===== src/rtl/uer_pkg.sv =====
// Shared types and constants for the ultrasonic echo ranger.
// Holds the item structs, configuration register map and reset values.
`default_nettype none

package uer_pkg;

  localparam int unsigned TimeBitsDefault = 32;

  localparam int unsigned CfgIndexBits = 3;
  localparam int unsigned CfgDataBits  = 20;

  localparam logic [CfgIndexBits-1:0] CFG_MM_PER_US   = 3'd0;
  localparam logic [CfgIndexBits-1:0] CFG_MIN_DIST    = 3'd1;
  localparam logic [CfgIndexBits-1:0] CFG_MAX_DIST    = 3'd2;
  localparam logic [CfgIndexBits-1:0] CFG_ECHO_TMO    = 3'd3;
  localparam logic [CfgIndexBits-1:0] CFG_START_TMO   = 3'd4;
  localparam logic [CfgIndexBits-1:0] CFG_MIN_INTERVAL = 3'd5;
  localparam logic [CfgIndexBits-1:0] CFG_TRIG_WIDTH  = 3'd6;

  localparam logic [15:0] MmPerUsReset     = 16'd11239;
  localparam logic [15:0] MinDistReset     = 16'd20;
  localparam logic [15:0] MaxDistReset     = 16'd4000;
  localparam logic [15:0] EchoTmoReset     = 16'd30000;
  localparam logic [15:0] StartTmoReset    = 16'd10000;
  localparam logic [19:0] MinIntervalReset = 20'd60000;
  localparam logic [7:0]  TrigWidthReset   = 8'd10;

  localparam int unsigned CountBits = 17;

  typedef struct packed {
    logic [15:0] mm_per_us_q16;
    logic [15:0] min_distance_mm;
    logic [15:0] max_distance_mm;
    logic [15:0] echo_timeout_us;
    logic [15:0] start_timeout_us;
    logic [19:0] min_interval_us;
    logic [7:0]  trigger_width_us;
  } cfg_t;

  typedef struct packed {
    logic echo_level;
    logic read_request;
  } in_item_t;

  typedef struct packed {
    logic        trigger_level;
    logic        busy_res;
    logic        done_res;
    logic [15:0] distance_mm;
    logic        fresh;
  } out_item_t;

  typedef struct packed {
    logic [15:0] mm;
    logic        ok;
  } scale_res_t;

endpackage

`default_nettype wire


===== src/rtl/ultrasonic_echo_ranger_core.sv =====
// Top level of the ultrasonic echo ranger: sequencer, timestamps, result register.
// Depends on uer_pkg, uer_cfg and uer_scale.
`default_nettype none

// One input item is one microsecond tick and yields exactly one result item.
// Items are taken at one per clock cycle unless a result waits with out_ready
// low; each result appears in the output register in the cycle after its item
// is accepted, and the next item is taken in the same cycle that a waiting
// result is taken. The sequencer state, timestamps and held distance advance
// only on accepted items, so stalls on either side do not shift time. The echo
// width is scaled by a single 17x16 multiplier and range compare in the accept cycle.
module ultrasonic_echo_ranger_core #(
  parameter int unsigned TIME_BITS = uer_pkg::TimeBitsDefault
) (
  input  wire logic                             clk,
  input  wire logic                             rst,
  input  wire logic                             in_valid,
  output logic                                  in_ready,
  input  wire uer_pkg::in_item_t                in_data,
  output logic                                  out_valid,
  input  wire logic                             out_ready,
  output uer_pkg::out_item_t                    out_data,
  input  wire logic                             cfg_en,
  input  wire logic [uer_pkg::CfgIndexBits-1:0] cfg_index,
  input  wire logic [uer_pkg::CfgDataBits-1:0]  cfg_data
);

  localparam logic [1:0] PH_IDLE = 2'd0;
  localparam logic [1:0] PH_TRIG = 2'd1;
  localparam logic [1:0] PH_RISE = 2'd2;
  localparam logic [1:0] PH_MEAS = 2'd3;

  localparam int unsigned CB = uer_pkg::CountBits;

  uer_pkg::cfg_t       cfg;
  uer_pkg::scale_res_t scale;

  logic [1:0]           phase, phase_next;
  logic [CB-1:0]        phase_counter, phase_counter_next;
  logic [TIME_BITS-1:0] time_now, request_time, request_time_next;
  logic [TIME_BITS-1:0] last_success_time, last_success_time_next;
  logic [15:0]          held_distance, held_distance_next;
  uer_pkg::out_item_t   res_next;

  logic                 accept;
  logic [TIME_BITS-1:0] elapsed;
  logic                 early;
  logic [CB-1:0]        cnt_inc;
  logic [CB-1:0]        width_target;

  uer_cfg u_cfg (
    .clk       (clk),
    .rst       (rst),
    .cfg_en    (cfg_en),
    .cfg_index (cfg_index),
    .cfg_data  (cfg_data),
    .cfg       (cfg)
  );

  uer_scale u_scale (
    .width (phase_counter),
    .cfg   (cfg),
    .res   (scale)
  );

  assign in_ready = !out_valid || out_ready;
  assign accept   = in_valid && in_ready;

  assign elapsed = time_now - last_success_time;
  assign early   = (elapsed < TIME_BITS'(cfg.min_interval_us));
  assign cnt_inc = phase_counter + CB'(1);
  assign width_target = (cfg.trigger_width_us == 8'd0) ? CB'(1)
                                                       : CB'(cfg.trigger_width_us);

  always_comb begin
    phase_next              = phase;
    phase_counter_next      = phase_counter;
    request_time_next       = request_time;
    last_success_time_next  = last_success_time;
    held_distance_next      = held_distance;
    res_next                = '0;

    case (phase)
      PH_IDLE: begin
        if (in_data.read_request) begin
          if (early) begin
            res_next.done_res    = 1'b1;
            res_next.distance_mm = held_distance;
          end else begin
            request_time_next      = time_now;
            res_next.trigger_level = 1'b1;
            if (width_target <= CB'(1)) begin
              phase_next         = PH_RISE;
              phase_counter_next = '0;
            end else begin
              phase_next         = PH_TRIG;
              phase_counter_next = CB'(1);
            end
          end
        end
      end
      PH_TRIG: begin
        res_next.trigger_level = 1'b1;
        phase_counter_next     = cnt_inc;
        if (cnt_inc >= width_target) begin
          phase_next         = PH_RISE;
          phase_counter_next = '0;
        end
      end
      PH_RISE: begin
        if (in_data.echo_level) begin
          phase_next         = PH_MEAS;
          phase_counter_next = '0;
        end else begin
          phase_counter_next = cnt_inc;
          if (cnt_inc > CB'(cfg.start_timeout_us)) begin
            phase_next           = PH_IDLE;
            phase_counter_next   = '0;
            res_next.done_res    = 1'b1;
            res_next.distance_mm = held_distance;
          end
        end
      end
      PH_MEAS: begin
        if (in_data.echo_level) begin
          phase_counter_next = cnt_inc;
          if (cnt_inc > CB'(cfg.echo_timeout_us)) begin
            phase_next           = PH_IDLE;
            phase_counter_next   = '0;
            res_next.done_res    = 1'b1;
            res_next.distance_mm = held_distance;
          end
        end else begin
          res_next.done_res    = 1'b1;
          res_next.distance_mm = held_distance;
          if (scale.ok) begin
            held_distance_next     = scale.mm;
            last_success_time_next = request_time;
            res_next.distance_mm   = scale.mm;
            res_next.fresh         = 1'b1;
          end
          phase_next         = PH_IDLE;
          phase_counter_next = '0;
        end
      end
      default: ;
    endcase

    res_next.busy_res = (phase_next != PH_IDLE);
  end

  always_ff @(posedge clk) begin
    if (rst) begin
      phase             <= PH_IDLE;
      phase_counter     <= '0;
      time_now          <= '0;
      request_time      <= '0;
      last_success_time <= '0;
      held_distance     <= '0;
    end else if (accept) begin
      phase             <= phase_next;
      phase_counter     <= phase_counter_next;
      time_now          <= time_now + TIME_BITS'(1);
      request_time      <= request_time_next;
      last_success_time <= last_success_time_next;
      held_distance     <= held_distance_next;
    end
  end

  always_ff @(posedge clk) begin
    if (rst) begin
      out_valid <= 1'b0;
    end else if (accept) begin
      out_valid <= 1'b1;
    end else if (out_ready) begin
      out_valid <= 1'b0;
    end
  end

  always_ff @(posedge clk) begin
    if (accept) begin
      out_data <= res_next;
    end
  end

endmodule

`default_nettype wire


===== src/rtl/uer_cfg.sv =====
// Configuration register file for the ultrasonic echo ranger.
// Depends on uer_pkg for the register map and reset values.
`default_nettype none

module uer_cfg (
  input  wire logic                             clk,
  input  wire logic                             rst,
  input  wire logic                             cfg_en,
  input  wire logic [uer_pkg::CfgIndexBits-1:0] cfg_index,
  input  wire logic [uer_pkg::CfgDataBits-1:0]  cfg_data,
  output uer_pkg::cfg_t                         cfg
);

  always_ff @(posedge clk) begin
    if (rst) begin
      cfg.mm_per_us_q16    <= uer_pkg::MmPerUsReset;
      cfg.min_distance_mm  <= uer_pkg::MinDistReset;
      cfg.max_distance_mm  <= uer_pkg::MaxDistReset;
      cfg.echo_timeout_us  <= uer_pkg::EchoTmoReset;
      cfg.start_timeout_us <= uer_pkg::StartTmoReset;
      cfg.min_interval_us  <= uer_pkg::MinIntervalReset;
      cfg.trigger_width_us <= uer_pkg::TrigWidthReset;
    end else if (cfg_en) begin
      case (cfg_index)
        uer_pkg::CFG_MM_PER_US:    cfg.mm_per_us_q16    <= cfg_data[15:0];
        uer_pkg::CFG_MIN_DIST:     cfg.min_distance_mm  <= cfg_data[15:0];
        uer_pkg::CFG_MAX_DIST:     cfg.max_distance_mm  <= cfg_data[15:0];
        uer_pkg::CFG_ECHO_TMO:     cfg.echo_timeout_us  <= cfg_data[15:0];
        uer_pkg::CFG_START_TMO:    cfg.start_timeout_us <= cfg_data[15:0];
        uer_pkg::CFG_MIN_INTERVAL: cfg.min_interval_us  <= cfg_data[19:0];
        uer_pkg::CFG_TRIG_WIDTH:   cfg.trigger_width_us <= cfg_data[7:0];
        default: ;
      endcase
    end
  end

endmodule

`default_nettype wire


===== src/rtl/uer_scale.sv =====
// Echo width to millimetres: Q0.16 product, truncation and range check.
// Depends on uer_pkg for the configuration and result structs.
`default_nettype none

module uer_scale (
  input  wire logic [uer_pkg::CountBits-1:0] width,
  input  wire uer_pkg::cfg_t                 cfg,
  output uer_pkg::scale_res_t                res
);

  logic [uer_pkg::CountBits+15:0] prod;
  logic [uer_pkg::CountBits-1:0]  mm_full;

  assign prod    = width * cfg.mm_per_us_q16;
  assign mm_full = prod[uer_pkg::CountBits+15:16];

  assign res.mm = mm_full[15:0];
  assign res.ok = (width != '0)
               && (mm_full >= {1'b0, cfg.min_distance_mm})
               && (mm_full <= {1'b0, cfg.max_distance_mm});

endmodule

`default_nettype wire

===== config.mk =====
export PLATFORM = sky130hd
export DESIGN_NAME = ultrasonic_echo_ranger_core
export DESIGN_NICKNAME = d
export VERILOG_FILES = /design/src/rtl/uer_pkg.sv /design/src/rtl/ultrasonic_echo_ranger_core.sv /design/src/rtl/uer_cfg.sv /design/src/rtl/uer_scale.sv
export SDC_FILE = /design/constraint.sdc
export NUM_CORES = 1
export LEC_CHECK = 0
export BUFFER_PORTS_ARGS = -buffer_cell sky130_fd_sc_hd__buf_4
export CORE_MARGIN = 2
export CORE_UTILIZATION = 45
export CTS_BUF_LIST = sky130_fd_sc_hd__clkbuf_16
export DETAILED_ROUTE_END_ITERATION = 6
export PLACE_DENSITY = 0.67
export SKIP_CTS_REPAIR_TIMING = 1
export SYNTH_ARGS = -nofsm -noshare
export SYNTH_HDL_FRONTEND = slang
export SYNTH_SLANG_ARGS = --single-unit

===== constraint.sdc =====
create_clock -name clk -period 16.71 [get_ports clk]
set_clock_uncertainty 0.05 [all_clocks]
set_input_delay 0.8355 -clock clk [delete_from_list [all_inputs] [get_ports clk]]
set_output_delay 0.8355 -clock clk [all_outputs]
set_load 0.05 [all_outputs]

* Word level (Yosys, flattened, before mapping)
Cells that the tools add are included.
** Storage, ports and cells
- Flip-flop bits (word level) :: 260
- Input bits :: 30
- Word-level logic and storage cells :: 98
- Output and inout port bits :: 22
** Cells by class
- Add/subtract/negate cells :: 3
- Multiply operators :: 1
- Order comparisons :: 7
- Eq/ne operators :: 11
- Reduce and logical (&&, ||, !) cells :: 22
- Bitwise gates (word level) :: 3
- Muxes and demuxes :: 32
** Operators by type and width (number)
- $mux W17 :: 14
- $pmux W17 S4 :: 1
- $pmux W17 S3 :: 1
- $gt A17 B16 Y1 :: 2
- $mul A17 B16 Y33 :: 1
- $add A32 B1 Y32 const B :: 1
- $lt A32 B20 Y1 :: 1
- $sub A32 B32 Y32 :: 1
- $add A17 B1 Y17 const B :: 1
- $ge A17 B16 Y1 :: 1
- $ge A17 B8 Y1 :: 1
- $le A17 B16 Y1 :: 1
- $reduce_bool A17 Y1 :: 1
- $mux W2 :: 8
- $reduce_and A2 Y1 :: 7
- $eq A3 B3 Y1 const B :: 3
- $le A8 B1 Y1 const B :: 1
- $logic_not A8 Y1 :: 1
- $mux W8 :: 1
- $pmux W2 S4 :: 1
- $reduce_and A4 Y1 :: 2
- $eq A3 B2 Y1 const B :: 2
- $mux W1 :: 5
- $eq A2 B2 Y1 const B :: 2
- other kinds (13) :: 19

* Logic depth before layout (Yosys ltp)
Gate-level depths: netlist of the first run.
- Depth after elaboration :: 8
- Mapped depth :: 37
- Depth with buffers taken out :: 33

* Hierarchy
Synthesis of the first run repeated with hierarchy kept, for this count alone.
** Second synthesis, totals
- Cells, all modules :: 2798
- Area, all modules :: 23846.6 um2
** Modules (own cells, without submodules)
- ultrasonic_echo_ranger_core :: cells each 1255, seq. area each 3243.1 um2, area an instance 9938.3 um2, times used 1
- uer_scale :: cells each 1140, seq. area each 0.0 um2, area an instance 9611.7 um2, times used 1
- uer_cfg :: cells each 403, seq. area each 2162.1 um2, area an instance 4296.6 um2, times used 1

* Worst setup path after synthesis of the first run
Ideal clock, no wire load.
- Path type :: reg-to-reg
- From :: reg phase_counter[4]
- To :: reg last_success_time[11]
- Data arrival time :: 8337 ps
- Setup slack :: 8195 ps
- Setup time :: 128 ps
- Data required time :: 16532 ps
- Period minus slack after synthesis :: 8515 ps
- Stages on the path, launching flop included :: 35
- Buffers on the path :: 4
- Path through :: dfxtp_1 clkbuf_1 clkbuf_1 nand2_1 fa_1 inv_1 fa_1 fa_1 fa_1 fa_1 inv_1 fa_1 inv_1 ha_1 a21o_1 a21o_1 a21o_1 a22o_1 a31oi_1 o21ai_0 or4b_2 nand3_1 ha_1 nand4_1 nor3_1 a21oi_1 a211oi_1 o21ai_0 nor3_1 mux2i_1 nor3_1 buf_4 buf_4 mux2i_1 nor2_1
** RTL lines
- start, declared :: RTL line ultrasonic_echo_ranger_core.sv:39 : logic [CB-1:0] phase_counter, phase_counter_next;
- start signal, assigned :: RTL line ultrasonic_echo_ranger_core.sv:162 : phase_counter <= phase_counter_next;
- end signal, assigned :: RTL line ultrasonic_echo_ranger_core.sv:165 : last_success_time <= last_success_time_next;
- end, declared :: RTL line ultrasonic_echo_ranger_core.sv:41 : logic [TIME_BITS-1:0] last_success_time, last_success_time_next;

==> results of run 1 <==
==> synth_stat cells, types with 5 or more instances <==
master | count | area [µm²]
nand2_1 | 447 | 1680
inv_1 | 394 | 1480
dfxtp_1 | 240 | 4800
ha_1 | 227 | 2840
fa_1 | 208 | 4160
a21oi_1 | 167 | 836
nor2_1 | 153 | 574
and2_1 | 129 | 807
clkbuf_1 | 126 | 473
o21ai_0 | 87 | 435
nand4_1 | 63 | 394
mux2i_1 | 51 | 510
xnor2_1 | 43 | 377
nand3_1 | 41 | 205
xor2_1 | 39 | 342
nand2b_1 | 30 | 188
nand3b_1 | 29 | 218
nor3_1 | 29 | 145
a21o_1 | 26 | 195
o21ai_1 | 26 | 130
edfxtp_1 | 20 | 601
and3_1 | 17 | 106
a211oi_1 | 16 | 120
nor2b_1 | 16 | 100
and4_1 | 15 | 131
a211o_1 | 14 | 123
o21a_1 | 14 | 105
a31oi_1 | 11 | 68.8
nor4_1 | 9 | 56.3
o211ai_1 | 8 | 60.1
or3_1 | 8 | 50.1
o21bai_1 | 7 | 52.6
or2_2 | 6 | 37.5
a22oi_1 | 5 | 37.5
buf_1 | 5 | 18.8
o31ai_1 | 5 | 37.5
==> per-stage QoR <==
stage / power [mW] / hold WS [ns] / setup WS (ns) / util (%) / instances
2_1_floorplan: 0.771 / 0.382 / 8.20 / - / 2805
3_3_place_gp: 0.836 / 0.392 / 7.06 / 47.1 / 3420
3_5_place_dp: 0.839 / 0.397 / 6.61 / 47.1 / 3420
4_1_cts: 1.50 / 0.407 / 6.60 / 49.0 / 3470
5_1_grt: 1.54 / 0.423 / 5.92 / 49.0 / 3470
6_report: 1.49 / 0.404 / 6.48 / 49.0 / 3470
==> state kept, by name (all words and copies together) (netlist names) <==
signal / count
phase: 2
out_valid: 1
held_distance: 16
out_data: 20
request_time: 32
phase_counter: 17
u_cfg.cfg: 108
time_now: 32
last_success_time: 32
==> cell usage in the layout, fill, tap and decap left out, types with 29 or more instances in the layout <==
master / instances
nand3b_1: 29
nor2_1: 153
nand3_1: 41
a21oi_1: 167
dfxtp_1: 240
and2_1: 129
fa_1: 208
inv_1: 394
clkbuf_16: 29
mux2i_1: 51
ha_1: 227
nand2_1: 447
buf_4: 72
nand4_1: 63
nand2b_1: 30
xnor2_1: 43
o21ai_0: 87
xor2_1: 39
==> where the power goes <==
group / total (mW) / internal (mW) / switching, mW / leakage [nW]
clock network: 0.662 / 0.394 / 0.268 / 0.489
registers: 0.652 / 0.639 / 0.0130 / 2.14
logic: 0.176 / 0.0498 / 0.127 / 8.66
==> cells by family after synthesis <==
logic type,count (synthesis)
DFF,260
xor gates and xnor gates,82
muxes,52
and+or+nand+nor,1005
buffers and inverters,532
adders and majority gates,435
AOI/OAI and AO/OA,439
==> routing by layer <==
layer  share of wire, %  global-route usage [%]  vias to the layer above
li1                   -                       -                     9095
met1                 43                    29.9                     9299
met2                 48                    39.5                      538
met3                5.3                    2.74                      136
met4                3.3                    8.06                        4
met5              0.039                       0                        -
==> final cells by class <==
cell class | count | area (µm²)
clock buffers | 29 | 726
multi-input cells | 2013 | 15800
flip-flops and latches | 260 | 5410
inverters | 394 | 1480
clock inverters | 21 | 253
well taps | 680 | 851
repair buffers | 73 | 552
fillers | 4925 | 26100
==> final timing paths <==
| kind | cells after the start | endpoint | startpoint |
|---|---|---|---|
| hold / removal | 2 | u_cfg.cfg[91]$_SDFFE_PP0P_ | u_cfg.cfg[91]$_SDFFE_PP0P_ |
| hold reg to reg | 2 | u_cfg.cfg[91]$_SDFFE_PP0P_ | u_cfg.cfg[91]$_SDFFE_PP0P_ |
| setup reg to reg | 29 | out_data[11]$_DFFE_PP_ | phase_counter[9]$_SDFFE_PP0P_ |
| setup / recovery | 29 | out_data[11]$_DFFE_PP_ | phase_counter[9]$_SDFFE_PP0P_ |
==> worst max-delay path: cells and delay by family (launching register included) <==
kind / cells / cell delay [ns]
mux: 1 / 0.15
buf+inv: 3 / 0.14
flops: 1 / 0.92
fa+ha+maj: 8 / 3.85
compound gates: 11 / 3.15
simple gates: 6 / 1.79
==> flow_summary_export.csv, run 1 <==
group,metric,value,unit
worst_setup_path,cp_max_fo,26,
placed_design,dpl_cell_area,24000,µm²
die,io_pins,52,
die,die-area,53300,µm²
status,status,"completed",
clock_tree,path_clk_slew,0.07,ns
synth,synthMuxAreaShare,2.25,%
cells_and_area,num_antenna_cells,0,
synth,synth_edf_count,20,
cells_and_area,drive_gt1_share,4.98,%
clock_tree,cts_inserted_buffers,27,
global_routing,grt_pass1_vias,19100,
global_routing,antenna_found_initial,2,
cells_and_area,nets,3234,
clock_tree,cts_tree,"built",
synth,yosysSeqAreaShare,23.3,%
worst_setup_path,crit_type,"register to register",
clock_tree,clock_sinks,260,
global_routing,grt_pass1_wl,98.8,mm
synth,synthFlopType,"dfxtp_1",
route,dr.pass1.iters,6,
global_routing,grt_overflow,0,
worst_setup_path,worstPathRequired,17.06,ns
clock_tree,clock_latency,0.57,ns
synth,syn_nets,3270,
clock_tree,cts_max_path_buffers,3,
power,leakagePower,11.3,nW
synth,synth_fa_ha_area_share,30.2,%
worst_setup_path,slowest_delay,0.99,ns
sta,min_period,10.23,ns
route,remaining_drc_errors,0,
die,die_h,231,µm
sta,tns,0,ns
sta,setup_viol,0,
synth,postSynthAreaPerCell,8.26,µm²
route,finalWirelength,61.4,mm
power,peakVddDrop,0.0870,mV
synth,synth-simple-area-share,20.7,%
clock_tree,ctsRootBufferMaster,"clkbuf_16",
sta,rsz0062_at_grt,"no",
clock_tree,htree_levels,1,
cells_and_area,area.growth.synth_to_final,8.04,%
flow_run,drv_cap,0,
synth,synth_cell_types,77,
synth,ys_seq_elements,260,
cells_and_area,final_area,25000,µm²
placed_design,io_buffers,51,
placed_design,dpl.hpwl,46.3,mm
power,p_per_area,59.6,nW/µm²
worst_setup_path,cp_data_arrival_time,10.58,ns
synth,async_flop_share,0,%
synth,synth-xor-area-share,3.10,%
route,via_count,19100,
sta,max_freq,97.8,MHz
sta,fin_crit_sh,61.2,%
worst_setup_path,timing.reg2reg.setup_slack,6.48,ns
route,routedWlPerCell,17.7,µm
die,die_width,231,µm
route,initialDrtViolationCount,1362,
route,final_antenna_net_count,0,
synth,netlist_instances,2805,
synth,synth_top_family_by_area,"adder cells",
sta,hold_viol,0,
sta,worstMarginPinSlew,1.34,ns
sta,max_slew_margin,10.3,%
global_routing,grt_max_degree,98,
synth,synth_compound_area_share,11.6,%
placed_design,gp_congestion,0.903,
synth,syn-cell-area,23200,µm²
worst_setup_path,critPathLaunchType,"register",
synth,yosys_warnings,0,
global_routing,grt_use_total,23.0,%
worst_setup_path,critPathSlowestCell,"nor2_1",
min_path,holdCritPathClass,"register to register",
route,detail_route.vias_per_cell,5.50,
worst_setup_path,cp-end-kind,"register",
die,start_util,45.3,%
sta,slew_violations,0,
die,placementRows,83,
worst_setup_path,cp_common_cell,"fa_1",
die,core,51100,µm²
No activity file was read; power rests on OpenSTA's default activity.
==> run 2: changes to the inputs <==
==> constraint.sdc (replaced) <==
create_clock -name clk -period 9.7 [get_ports clk]
set_clock_uncertainty 0.05 [all_clocks]
set_input_delay 0.485 -clock clk [delete_from_list [all_inputs] [get_ports clk]]
set_output_delay 0.485 -clock clk [all_outputs]
set_load 0.05 [all_outputs]
==> run 2 against run 1 <==
  * Combinational power up 77%
  * Setup slack lost 6.0 ns
  * Fmax grew 11%
  * Via count grew 0.98%
  * Total power grew 72%
  * Register-to-register slack worse by 6.0 ns
  * Final area grew 1.3%
  * Cell count grew 1.3%
  * Clock power is 71% higher
  * Utilization is 0.65 points higher
  * Critical path type unchanged
  * Critical endpoint is now held_distance[1]$_SDFFE_PP0P_
==> flow_summary_export.csv, run 2 (same netlist as run 1, synthesis figures left out) <==
group,metric,value,unit
cells_and_area,drive_gt1_share,6.42,%
sta,max_freq,109,MHz
power,leakagePower,11.5,nW
worst_setup_path,cp_common_cell,"fa_1",
clock_tree,htree_levels,1,
worst_setup_path,slowest_delay,0.63,ns
global_routing,grt_pass1_wl,101,mm
flow_run,drv_cap,0,
route,via_count,19300,
route,routedWlPerCell,18.0,µm
global_routing,grt_overflow,0,
die,placementRows,83,
route,top_layer,"met4",
cells_and_area,largest_register_ffs,108,
die,die_width,231,µm
clock_tree,cts_max_path_buffers,3,
route,wl_met3,3.44,mm
route,dr_wl_met2,30.5,mm
clock_tree,path_clk_slew,0.06,ns
cells_and_area,nets,3277,
cells_and_area,final_cell_mix,"nand2_1 (447), inv_1 (397), dfxtp_1 (236)",
cells_and_area,num_antenna_cells,0,
sta,rsz0062_at_grt,"no",
sta,min_period,9.18,ns
clock_tree,ctsRootBufferMaster,"clkbuf_16",
worst_setup_path,worstPathRequired,10.06,ns
placed_design,io_buffers,51,
global_routing,grt_pass1_vias,19200,
clock_tree,clock_latency,0.58,ns
die,die-area,53300,µm²
worst_setup_path,timing.reg2reg.setup_slack,0.52,ns
sta,tns,0,ns
clock_tree,cts_inserted_buffers,28,
worst_setup_path,crit_end,"held_distance[1]$_SDFFE_PP0P_",
sta,fin_crit_sh,94.7,%
sta,max_slew_margin,10.3,%
placed_design,gp_congestion,0.946,
route,finalWirelength,63.3,mm
worst_setup_path,cp_max_fo,24,
cells_and_area,top_register,"u_cfg.cfg",
worst_setup_path,cp_data_arrival_time,9.54,ns
power,peakVddDrop,0.151,mV
route,final_antenna_net_count,0,
sta,hold_viol,0,
cells_and_area,layout_commonest_cell,"nand2_1",
power,p_per_area,101,nW/µm²
die,core,51100,µm²
clock_tree,cts_tree,"built",
die,die_h,231,µm
power,finalPower,2.56,mW
cells_and_area,multiInputGateArea,15800,µm²
worst_setup_path,ff2ff_path_depth,33,
sta,layout_setup_ws,0.516,ns
worst_setup_path,worstReg2RegEnd,"held_distance[1]$_SDFFE_PP0P_",
worst_setup_path,crit_type,"register to register",
worst_setup_path,cp_top_family,"adder cells",
worst_setup_path,critPathSlowestCell,"dfxtp_1",
clock_tree,clock_sinks,260,
cells_and_area,area.growth.synth_to_final,9.47,%
sta,worstMarginPinSlew,1.33,ns
status,status,"completed",
die,start_util,45.3,%
worst_setup_path,cp-end-kind,"register",
cells_and_area,fillCellCount,4869,
worst_setup_path,crit_buf_inv,6,
global_routing,antenna_found_initial,0,
route,detail_route.vias_per_cell,5.48,
placed_design,pre_cts_ws,0.133,ns
worst_setup_path,r2r-start,"u_cfg.cfg[99]$_SDFFE_PP1P_",
route,met1_length,27.7,mm
sta,setup_viol,0,
cells_and_area,seqCellArea,5410,µm²
worst_setup_path,path_depth,33,
placed_design,dpl.hpwl,48.1,mm
global_routing,grt_max_degree,104,
min_path,holdCritPathClass,"input port to register",
worst_setup_path,critPathLaunchType,"register",
die,io_pins,52,
route,remaining_drc_errors,0,
sta,slew_violations,0,
sta,whs,0.105,ns
global_routing,grt_use_total,23.5,%
route,initialDrtViolationCount,1472,
worst_setup_path,critPathLaunch,"u_cfg.cfg[99]$_SDFFE_PP1P_",
route,dr.pass1.iters,5,
-- run 2: area by class of cell --
type / count / area share [%]
clock buffer: 29 / 2.86
clock inverter: 23 / 0.873
inverter: 394 / 5.83
multi-input combinational: 2013 / 62.2
sequential: 260 / 21.3
tap: 680 / 3.36
timing repair buffer: 115 / 3.52
-- run 2: worst min-delay path by stage --
| stage | startpoint | endpoint | slack, ns | cells after the start |
|---|---|---|---|---|
| final | in_valid | out_valid$_SDFFE_PP0P_ | 0.11 | 3 |
| after CTS | in_valid | out_valid$_SDFFE_PP0P_ | 0.09 | 3 |
| after detailed placement | u_cfg.cfg[82]$_SDFFE_PP0P_ | u_cfg.cfg[82]$_SDFFE_PP0P_ | 0.40 | 2 |
| after global routing | cfg_data[19] | u_cfg.cfg[27]$_SDFFE_PP0P_ | 0.13 | 3 |
| after global placement | u_cfg.cfg[0]$_SDFFE_PP0P_ | u_cfg.cfg[0]$_SDFFE_PP0P_ | 0.39 | 2 |
| after floorplan | u_cfg.cfg[0]$_SDFFE_PP0P_ | u_cfg.cfg[0]$_SDFFE_PP0P_ | 0.38 | 2 |
-- run 2: report_power, final --
group	internal [mW]	switching (mW)	leakage, nW
Combinational	0.0891	0.223	8.89
Sequential	1.10	0.0169	2.14
Clock	0.650	0.478	0.484
-- run 2: routing by layer --
metal  global-route usage (%)  vias to the layer above
met5                        0                        -
met4                     6.88                        0
met3                     2.62                      113
met2                     39.8                      516
met1                     31.6                     9447
li1                         -                     9182
-- run 2: through the flow --
stage,instance area [µm²],util (%),instances
2_1_floorplan,23200,-,2805
3_3_place_gp,24400,47.7,3461
3_5_place_dp,24400,47.7,3461
4_1_cts,25300,49.5,3513
5_1_grt,25400,49.6,3514
6_report,25400,49.6,3514
-- run 2: tightest hold or removal path: cells and delay by family --
family | cells | cell delay, ns
AOI/OAI and AO/OA | 1 | 0.05
buffers and inverters | 2 | 0.15
